==> src/rtl/psg_pkg.sv <==
`timescale 1ns / 1ps
// Shared types and constants for the pulse and sawtooth sound generator.
// No dependencies; every other file in rtl/ imports this package.
package psg_pkg;

    // Bus page selects, taken from address bits 15..12.
    localparam logic [3:0] PAGE_PULSE_ONE = 4'h9;
    localparam logic [3:0] PAGE_PULSE_TWO = 4'hA;
    localparam logic [3:0] PAGE_SAW       = 4'hB;

    // Register select within a page, from the (possibly swapped) low address bits.
    localparam logic [1:0] REG_CTRL      = 2'd0;
    localparam logic [1:0] REG_PERIOD_LO = 2'd1;
    localparam logic [1:0] REG_PERIOD_HI = 2'd2;

    // Item opcodes.
    localparam logic OP_WRITE = 1'b0;
    localparam logic OP_TICK  = 1'b1;

    // Field widths.
    localparam int PERIOD_W    = 12;
    localparam int COUNTDOWN_W = PERIOD_W + 1;
    localparam int PHASE_W     = 4;
    localparam int VOLUME_W    = 4;
    localparam int DUTY_W      = 3;
    localparam int SAW_RATE_W  = 6;
    localparam int SAW_W       = 8;

    // The saw sequencer restarts when its step count reaches this value.
    localparam logic [PHASE_W-1:0] SAW_PHASE_WRAP = 4'd14;

    // Register write strobes for one channel.
    typedef struct packed {
        logic ctrl_we;
        logic period_lo_we;
        logic period_hi_we;
    } psg_wr_t;

endpackage

==> src/rtl/pulse_and_sawtooth_sound_generator.sv <==
`timescale 1ns / 1ps
// Top level of the pulse and sawtooth sound generator.
// Depends on psg_pkg, psg_decode, psg_pulse and psg_saw.
//
// Each item is either a register write or one audio tick, and each item
// gives exactly one result with the three channel levels after it. The block
// takes one item per clock cycle while in_stall is low; an item is held in
// an input register, is applied to the channel state by combinational logic,
// and its result lands in the output register. The input register keeps
// taking an item while a finished result waits, and stalls upstream only
// when both it and the output register are full. The address line swap
// register is meant to be written while no item is in flight.
module pulse_and_sawtooth_sound_generator
    import psg_pkg::*;
(
    input  logic        clk,
    input  logic        rst_n,
    input  logic        cfg_write_en,
    input  logic        cfg_write_data,
    input  logic        in_valid,
    output logic        in_stall,
    input  logic        op,
    input  logic [15:0] address,
    input  logic [7:0]  data,
    output logic        out_valid,
    input  logic        out_stall,
    output logic [3:0]  pulse_one_level,
    output logic [3:0]  pulse_two_level,
    output logic [7:0]  saw_level,
    output logic        any_channel_clocked
);

    logic        swap_reg;
    logic        s1_valid_reg;
    logic        s1_op_reg;
    logic [15:0] s1_address_reg;
    logic [7:0]  s1_data_reg;
    logic        out_valid_reg;
    logic [3:0]  pulse_one_reg;
    logic [3:0]  pulse_two_reg;
    logic [7:0]  saw_reg;
    logic        clocked_reg;

    logic        advance;
    logic        in_take;
    logic        tick;
    logic        write_en;
    psg_wr_t     pulse_one_wr;
    psg_wr_t     pulse_two_wr;
    psg_wr_t     saw_wr;
    logic [3:0]  pulse_one_next;
    logic [3:0]  pulse_two_next;
    logic [7:0]  saw_next;
    logic        pulse_one_fired;
    logic        pulse_two_fired;
    logic        saw_fired;

    // Handshake: the held item is applied when the output register can take its result.
    assign advance  = s1_valid_reg && (!out_valid_reg || !out_stall);
    assign in_stall = s1_valid_reg && !advance;
    assign in_take  = in_valid && !in_stall;
    assign tick     = advance && (s1_op_reg == OP_TICK);
    assign write_en = advance && (s1_op_reg == OP_WRITE);

    // Configuration register.
    always_ff @(posedge clk or negedge rst_n)
    begin
        if (!rst_n)
        begin
            swap_reg <= 1'b0;
        end
        else if (cfg_write_en)
        begin
            swap_reg <= cfg_write_data;
        end
    end

    // Input register.
    always_ff @(posedge clk or negedge rst_n)
    begin
        if (!rst_n)
        begin
            s1_valid_reg <= 1'b0;
        end
        else if (in_take || advance)
        begin
            s1_valid_reg <= in_take;
        end
    end

    always_ff @(posedge clk)
    begin
        if (in_take)
        begin
            s1_op_reg      <= op;
            s1_address_reg <= address;
            s1_data_reg    <= data;
        end
    end

    // Register write decode.
    psg_decode u_decode (
        .write_en     (write_en),
        .swap         (swap_reg),
        .address      (s1_address_reg),
        .pulse_one_wr (pulse_one_wr),
        .pulse_two_wr (pulse_two_wr),
        .saw_wr       (saw_wr)
    );

    // Channels.
    psg_pulse u_pulse_one (
        .clk        (clk),
        .rst_n      (rst_n),
        .wr         (pulse_one_wr),
        .data       (s1_data_reg),
        .tick       (tick),
        .level_next (pulse_one_next),
        .fired      (pulse_one_fired)
    );

    psg_pulse u_pulse_two (
        .clk        (clk),
        .rst_n      (rst_n),
        .wr         (pulse_two_wr),
        .data       (s1_data_reg),
        .tick       (tick),
        .level_next (pulse_two_next),
        .fired      (pulse_two_fired)
    );

    psg_saw u_saw (
        .clk        (clk),
        .rst_n      (rst_n),
        .wr         (saw_wr),
        .data       (s1_data_reg),
        .tick       (tick),
        .level_next (saw_next),
        .fired      (saw_fired)
    );

    // Output register.
    always_ff @(posedge clk or negedge rst_n)
    begin
        if (!rst_n)
        begin
            out_valid_reg <= 1'b0;
        end
        else if (advance || !out_stall)
        begin
            out_valid_reg <= advance;
        end
    end

    always_ff @(posedge clk)
    begin
        if (advance)
        begin
            pulse_one_reg <= pulse_one_next;
            pulse_two_reg <= pulse_two_next;
            saw_reg       <= saw_next;
            clocked_reg   <= pulse_one_fired || pulse_two_fired || saw_fired;
        end
    end

    assign out_valid           = out_valid_reg;
    assign pulse_one_level     = pulse_one_reg;
    assign pulse_two_level     = pulse_two_reg;
    assign saw_level           = saw_reg;
    assign any_channel_clocked = clocked_reg;

endmodule

==> src/rtl/psg_decode.sv <==
`timescale 1ns / 1ps
// Bus address decoder: turns one write item into per-channel register strobes.
// Depends on psg_pkg.
module psg_decode
    import psg_pkg::*;
(
    input  logic        write_en,
    input  logic        swap,
    input  logic [15:0] address,
    output psg_wr_t     pulse_one_wr,
    output psg_wr_t     pulse_two_wr,
    output psg_wr_t     saw_wr
);

    logic [1:0] low;
    logic [3:0] page;
    psg_wr_t    strobe;

    // Optional swap of the two low address lines, then register select.
    always_comb
    begin
        low  = swap ? {address[0], address[1]} : address[1:0];
        page = address[15:12];
        strobe.ctrl_we      = write_en && (low == REG_CTRL);
        strobe.period_lo_we = write_en && (low == REG_PERIOD_LO);
        strobe.period_hi_we = write_en && (low == REG_PERIOD_HI);
    end

    // Page select routes the strobes to one channel.
    always_comb
    begin
        pulse_one_wr = '0;
        pulse_two_wr = '0;
        saw_wr       = '0;
        case (page)
            PAGE_PULSE_ONE: pulse_one_wr = strobe;
            PAGE_PULSE_TWO: pulse_two_wr = strobe;
            PAGE_SAW:       saw_wr       = strobe;
            default:        ;
        endcase
    end

endmodule

==> src/rtl/psg_pulse.sv <==
`timescale 1ns / 1ps
// One pulse channel: registers, period counter and 16-step duty sequencer.
// Depends on psg_pkg.
module psg_pulse
    import psg_pkg::*;
(
    input  logic                clk,
    input  logic                rst_n,
    input  psg_wr_t             wr,
    input  logic [7:0]          data,
    input  logic                tick,
    output logic [VOLUME_W-1:0] level_next,
    output logic                fired
);

    logic [VOLUME_W-1:0]    volume_reg;
    logic [DUTY_W-1:0]      duty_reg;
    logic                   constant_reg;
    logic                   enable_reg;
    logic [PERIOD_W-1:0]    period_reg;
    logic [COUNTDOWN_W-1:0] countdown_reg;
    logic [COUNTDOWN_W-1:0] countdown_next;
    logic [PHASE_W-1:0]     phase_reg;
    logic [PHASE_W-1:0]     phase_next;
    logic [VOLUME_W-1:0]    level_reg;
    logic [COUNTDOWN_W-1:0] count_dec;

    // Tick: count down, on expiry reload and advance the duty sequencer.
    always_comb
    begin
        count_dec      = countdown_reg - 1'b1;
        countdown_next = countdown_reg;
        phase_next     = phase_reg;
        level_next     = level_reg;
        fired          = 1'b0;
        if (tick)
        begin
            countdown_next = count_dec;
            if (count_dec == '0)
            begin
                fired          = 1'b1;
                phase_next     = phase_reg + 1'b1;
                countdown_next = {1'b0, period_reg} + 1'b1;
                if (enable_reg)
                begin
                    level_next = (constant_reg || (phase_next <= {1'b0, duty_reg}))
                                 ? volume_reg : '0;
                end
            end
            if (!enable_reg)
            begin
                level_next = '0;
            end
        end
    end

    // Channel registers.
    always_ff @(posedge clk or negedge rst_n)
    begin
        if (!rst_n)
        begin
            volume_reg    <= '0;
            duty_reg      <= DUTY_W'(1);
            constant_reg  <= 1'b0;
            enable_reg    <= 1'b0;
            period_reg    <= '0;
            countdown_reg <= COUNTDOWN_W'(1);
            phase_reg     <= '0;
            level_reg     <= '0;
        end
        else
        begin
            countdown_reg <= countdown_next;
            phase_reg     <= phase_next;
            level_reg     <= level_next;
            if (wr.ctrl_we)
            begin
                volume_reg   <= data[3:0];
                duty_reg     <= data[6:4];
                constant_reg <= data[7];
            end
            if (wr.period_lo_we)
            begin
                period_reg[7:0] <= data;
            end
            if (wr.period_hi_we)
            begin
                period_reg[11:8] <= data[3:0];
                enable_reg       <= data[7];
            end
        end
    end

endmodule

==> src/rtl/psg_saw.sv <==
`timescale 1ns / 1ps
// Sawtooth channel: rate accumulator stepped by its own period counter.
// Depends on psg_pkg.
module psg_saw
    import psg_pkg::*;
(
    input  logic             clk,
    input  logic             rst_n,
    input  psg_wr_t          wr,
    input  logic [7:0]       data,
    input  logic             tick,
    output logic [SAW_W-1:0] level_next,
    output logic             fired
);

    logic [SAW_RATE_W-1:0]  rate_reg;
    logic                   enable_reg;
    logic [PERIOD_W-1:0]    period_reg;
    logic [COUNTDOWN_W-1:0] countdown_reg;
    logic [COUNTDOWN_W-1:0] countdown_next;
    logic [PHASE_W-1:0]     phase_reg;
    logic [PHASE_W-1:0]     phase_next;
    logic [PHASE_W-1:0]     phase_inc;
    logic [SAW_W-1:0]       sum_reg;
    logic [SAW_W-1:0]       sum_next;
    logic [SAW_W-1:0]       sum_add;
    logic [SAW_W-1:0]       level_reg;
    logic [COUNTDOWN_W-1:0] count_dec;

    // Tick: on expiry add the rate on nonzero even steps, restart after the last step.
    always_comb
    begin
        count_dec      = countdown_reg - 1'b1;
        phase_inc      = phase_reg + 1'b1;
        sum_add        = ((phase_reg != '0) && !phase_reg[0])
                         ? sum_reg + {2'b00, rate_reg} : sum_reg;
        countdown_next = countdown_reg;
        phase_next     = phase_reg;
        sum_next       = sum_reg;
        level_next     = level_reg;
        fired          = 1'b0;
        if (tick)
        begin
            countdown_next = count_dec;
            if (count_dec == '0)
            begin
                fired          = 1'b1;
                countdown_next = {1'b0, period_reg} + 1'b1;
                if (phase_inc >= SAW_PHASE_WRAP)
                begin
                    phase_next = '0;
                    sum_next   = '0;
                end
                else
                begin
                    phase_next = phase_inc;
                    sum_next   = sum_add;
                end
                if (enable_reg)
                begin
                    level_next = sum_next;
                end
            end
        end
    end

    // Channel registers.
    always_ff @(posedge clk or negedge rst_n)
    begin
        if (!rst_n)
        begin
            rate_reg      <= '0;
            enable_reg    <= 1'b0;
            period_reg    <= '0;
            countdown_reg <= COUNTDOWN_W'(1);
            phase_reg     <= '0;
            sum_reg       <= '0;
            level_reg     <= '0;
        end
        else
        begin
            countdown_reg <= countdown_next;
            phase_reg     <= phase_next;
            sum_reg       <= sum_next;
            level_reg     <= level_next;
            if (wr.ctrl_we)
            begin
                rate_reg <= data[5:0];
            end
            if (wr.period_lo_we)
            begin
                period_reg[7:0] <= data;
            end
            if (wr.period_hi_we)
            begin
                period_reg[11:8] <= data[3:0];
                enable_reg       <= data[7];
            end
        end
    end

endmodule

==> config.mk <==
export PLATFORM = sky130hd
export DESIGN_NAME = pulse_and_sawtooth_sound_generator
export DESIGN_NICKNAME = d
export VERILOG_FILES = /design/src/rtl/psg_pkg.sv /design/src/rtl/pulse_and_sawtooth_sound_generator.sv /design/src/rtl/psg_decode.sv /design/src/rtl/psg_pulse.sv /design/src/rtl/psg_saw.sv
export SDC_FILE = /design/constraint.sdc
export NUM_CORES = 1
export LEC_CHECK = 0
export ABC_AREA = 1
export BUFFER_PORTS_ARGS = -buffer_cell sky130_fd_sc_hd__buf_2
export CAP_MARGIN = 20
export CORE_MARGIN = 1
export CORE_UTILIZATION = 40
export DETAILED_ROUTE_END_ITERATION = 8
export PLACE_DENSITY = 0.57
export SLEW_MARGIN = 40
export SYNTH_ARGS = -nofsm -noshare
export SYNTH_HDL_FRONTEND = slang
export SYNTH_SLANG_ARGS = --single-unit
==> constraint.sdc <==
create_clock -name clk -period 2.9 [get_ports clk]
set_input_delay 0.145 -clock clk [delete_from_list [all_inputs] [get_ports clk]]
set_output_delay 0.145 -clock clk [all_outputs]
set_load 0.05 [all_outputs]
==> summary.txt <==
Detailed routing
  • Routed Antenna Nets: 0
  • Routed vias: 7425
  • WL/cell: 13.2 um
  • DRC errors left: 0
  • Vias per cell: 4.76
  • Routed wire length: 20600 um
  • Number of DRC markers in iteration 0: 384
  • TritonRoute pass-1 iters: 6

Outcome
  • Status: completed

Synthesis
  • Multiplexer share of the synthesized area: 0.121%
  • Top FF cell, synth: dfrtp_1
  • Syn avg cell area: 7.99 sq um
  • Seq/Total Area, Yosys: 47.6%
  • XOR/XNOR Fraction of Synth Area: 4.58%
  • Synth Cell Area: 9340 sq um
  • FF+latch count, synth: 171
  • Post-synth EDFFs: 32
  • Largest family of logic cells by synthesized area: simple AND/OR/NAND/NOR gates
  • Ys async rst share: 81.3%
  • YS warnings: 0
  • Compound-Gate Fraction of Synth Area: 7.34%
  • Post-Synth Simple-Gate Area: 30.3%
  • Cell count after synthesis: 1169
  • Post-synthesis net count: 1227
  • Adder-cell area share of the yosys netlist: 3.70%
  • Synth cell types: 47

Floorplanning
  • Core area: 22800 sq um
  • IO Count: 50
  • Die height: 155 um
  • Die W: 155 um
  • Initial cell density of the core: 41.0%
  • Row cnt: 55
  • Die area: 24000 sq um

Power
  • Lkg Pwr: 5.09 nW
  • VDD IR max: 0.366 mV
  • Power Density: 727 nW/um^2
  • Design Power: 7.81 mW

Placed design
  • Post-DP HPWL: 14600 um
  • PortBufs: 39
  • Gpl congestion: 0.808
  • Post-Place Worst Slack: 0.456 ns
  • Placed cell area: 9930 sq um
  • Placed Cells: 1509

Layout
  • Register area: 4450 sq um
  • Final instance area: 10700 sq um
  • Ant diodes: 0
  • Fillers: 2235
  • Layout cells sized above 1: 11.6%
  • Fin cells: 1561
  • Most common cell after layout, fill and taps aside: nand2_1
  • Layout area overhead: 15.1%
  • Most frequent cells in the layout: nand2_1, dfrtp_1, inv_1, nand3_1, nor2_1
  • Nets@finish: 1293
  • Multi-input logic area: 4310 sq um
  • Final core utilization: 47.2%

GRT
  • Largest net degree at the start of global routing: 74
  • Initial antenna violation count: 0
  • Number of global-route vias before repair: 7283
  • First-pass GRT wire length: 35300 um
  • Gr ovfl total: 0
  • GRT Util Overall: 18.6%

Critical path
  • Crit Path Max Fanout: 8
  • R2r worst-path depth: 10
  • Req. time, crit path: 3.08 ns
  • Crit-path most repeated cell: nand2_1
  • Startpoint types: flip-flop
  • Slowest cell delay on critical path: 0.56 ns
  • Cells along the critical path: inv_1 -> ha_1 -> xnor2_1 -> nand2_1 -> a21oi_2 -> nand3_1 -> nor2_4 -> nand3_1 -> nand2_1 -> nand2_1
  • Crit path max-delay cell type: dfstp_2
  • Crit path capture type: flip-flop
  • Crit path arrival time: 2.64 ns
  • WS Path Type: flip-flop to flip-flop

Clocking
  • Clock Latency Late Sink: 0.43 ns
  • Post-CTS sizing: 0
  • Setup repair bufs after CTS: 0
  • CTS Hold Bufs: 20
  • Clk pin slew, worst setup/hold paths: 0.07 ns
  • CTS tree: yes
  • Clock Tree Root: clkbuf_16
  • Total CTS buffers: 17
  • Clock buffer depth: 2
  • Clock net sink count: 171
  • # H-tree levels: 4

Run
  • Max-Cap Viols: 0

Timing
  • Setup TNS: 0 ns
  • Final setup fails: 0
  • Final Critical Period: 2.46 ns
  • Slew margin rel.: 53.6%
  • Period utilization: 84.9%
  • Min Hold Slack: 0.265 ns
  • Max Clk Rate: 0.406 GHz
  • Setup ws final: 0.437 ns
  • RSZ-0062 raised after global routing: no
  • Fin. max-slew vios: 0
  • Worst Skew: 0.0107 ns
  • Least-Margin Pin Slew: 0.696 ns
  • Fin. Hold Viols: 0

Worst hold path
  • Worst min path class: primary input to async pin
## per-layer routing
| layer | wire [um] | track usage [%] | share of wire, % | vias up |
|---|---|---|---|---|
| met5 | 0 | 0 | 0 | - |
| met4 | 335 | 5.80 | 1.6 | 0 |
| met3 | 482 | 3.19 | 2.3 | 18 |
| met2 | 9440 | 30.3 | 46 | 96 |
| met1 | 10300 | 25.2 | 50 | 3415 |
| li1 | - | - | - | 3896 |
## critical path: cells and delay by family, from the launching register on
| family | cells | cell delay [ns] |
|---|---|---|
| adders and majority gates | 1 | 0.28 |
| xor gates and xnor gates | 1 | 0.24 |
| DFF | 1 | 0.56 |
| AOI/OAI and AO/OA | 1 | 0.14 |
| and+or+nand+nor | 6 | 0.92 |
| buffers and inverters | 1 | 0.07 |
## logic make-up after synthesis
group | Yosys count
xor gates and xnor gates | 48
AOI/OAI and AO/OA | 127
buffers and inverters | 150
DFF | 171
and+or+nand+nor | 645
adders and majority gates | 27
muxes | 1
## layout make-up
type                       count  share of cell area, %
clock buffer                  19                   4.03
clock inverter                13                   1.70
inverter                     125                   4.37
multi-input combinational    848                   40.1
sequential                   171                   41.4
tap                          313                   3.65
timing repair buffer          72                   4.76
## power by group
group / switching (mW) / total (mW) / internal [mW] / leakage [nW]
combinational: 1.50 / 2.26 / 0.768 / 2.69
clock: 1.03 / 2.42 / 1.39 / 0.300
sequential: 0.324 / 3.13 / 2.80 / 2.11
total: 2.85 / 7.81 / 4.96 / 5.09
## Yosys cell counts (5+ instances only)
cell        n  area, sq um
nor2_4      7         78.8
xnor2_1     9         78.8
inv_1     118          443
nand4_1    22          138
clkbuf_1   13         48.8
nor2_2     17          106
xor2_1     38          333
nor3_1     13         65.1
nand3b_1    5         37.5
buf_2       7         35.0
o21ai_2     5         43.8
nand2_2     8         50.1
a21oi_1    21          105
dfrtp_1   134         3350
nor2_1     97          364
o21ai_1     6         30.0
nand3_1   101          505
inv_2       6         22.5
nand2_1   360         1350
ha_1       26          325
edfxtp_1   32          961
dfstp_2     5          131
o21ai_0    83          415
## path summary, 6_finish.rpt
path                       slack (ns)                               start                            endpoint
max                              0.44  u_saw.countdown_reg[0]$_DFFE_PN1P_              saw_level[1]$_DFFE_PP_
min                              0.27                               rst_n      u_saw.phase_reg[2]$_DFFE_PN0P_
max reg2reg                      0.44  u_saw.countdown_reg[0]$_DFFE_PN1P_              saw_level[1]$_DFFE_PP_
min reg2reg                      0.47        u_saw.level_reg[7]$_DFF_PN0_        u_saw.level_reg[7]$_DFF_PN0_
max in group asynchronous        1.81                               rst_n  u_saw.countdown_reg[0]$_DFFE_PN1P_
min in group clk                 0.42                          address[1]         s1_address_reg[1]$_DFFE_PP_
(Power assumes the default switching activity.)
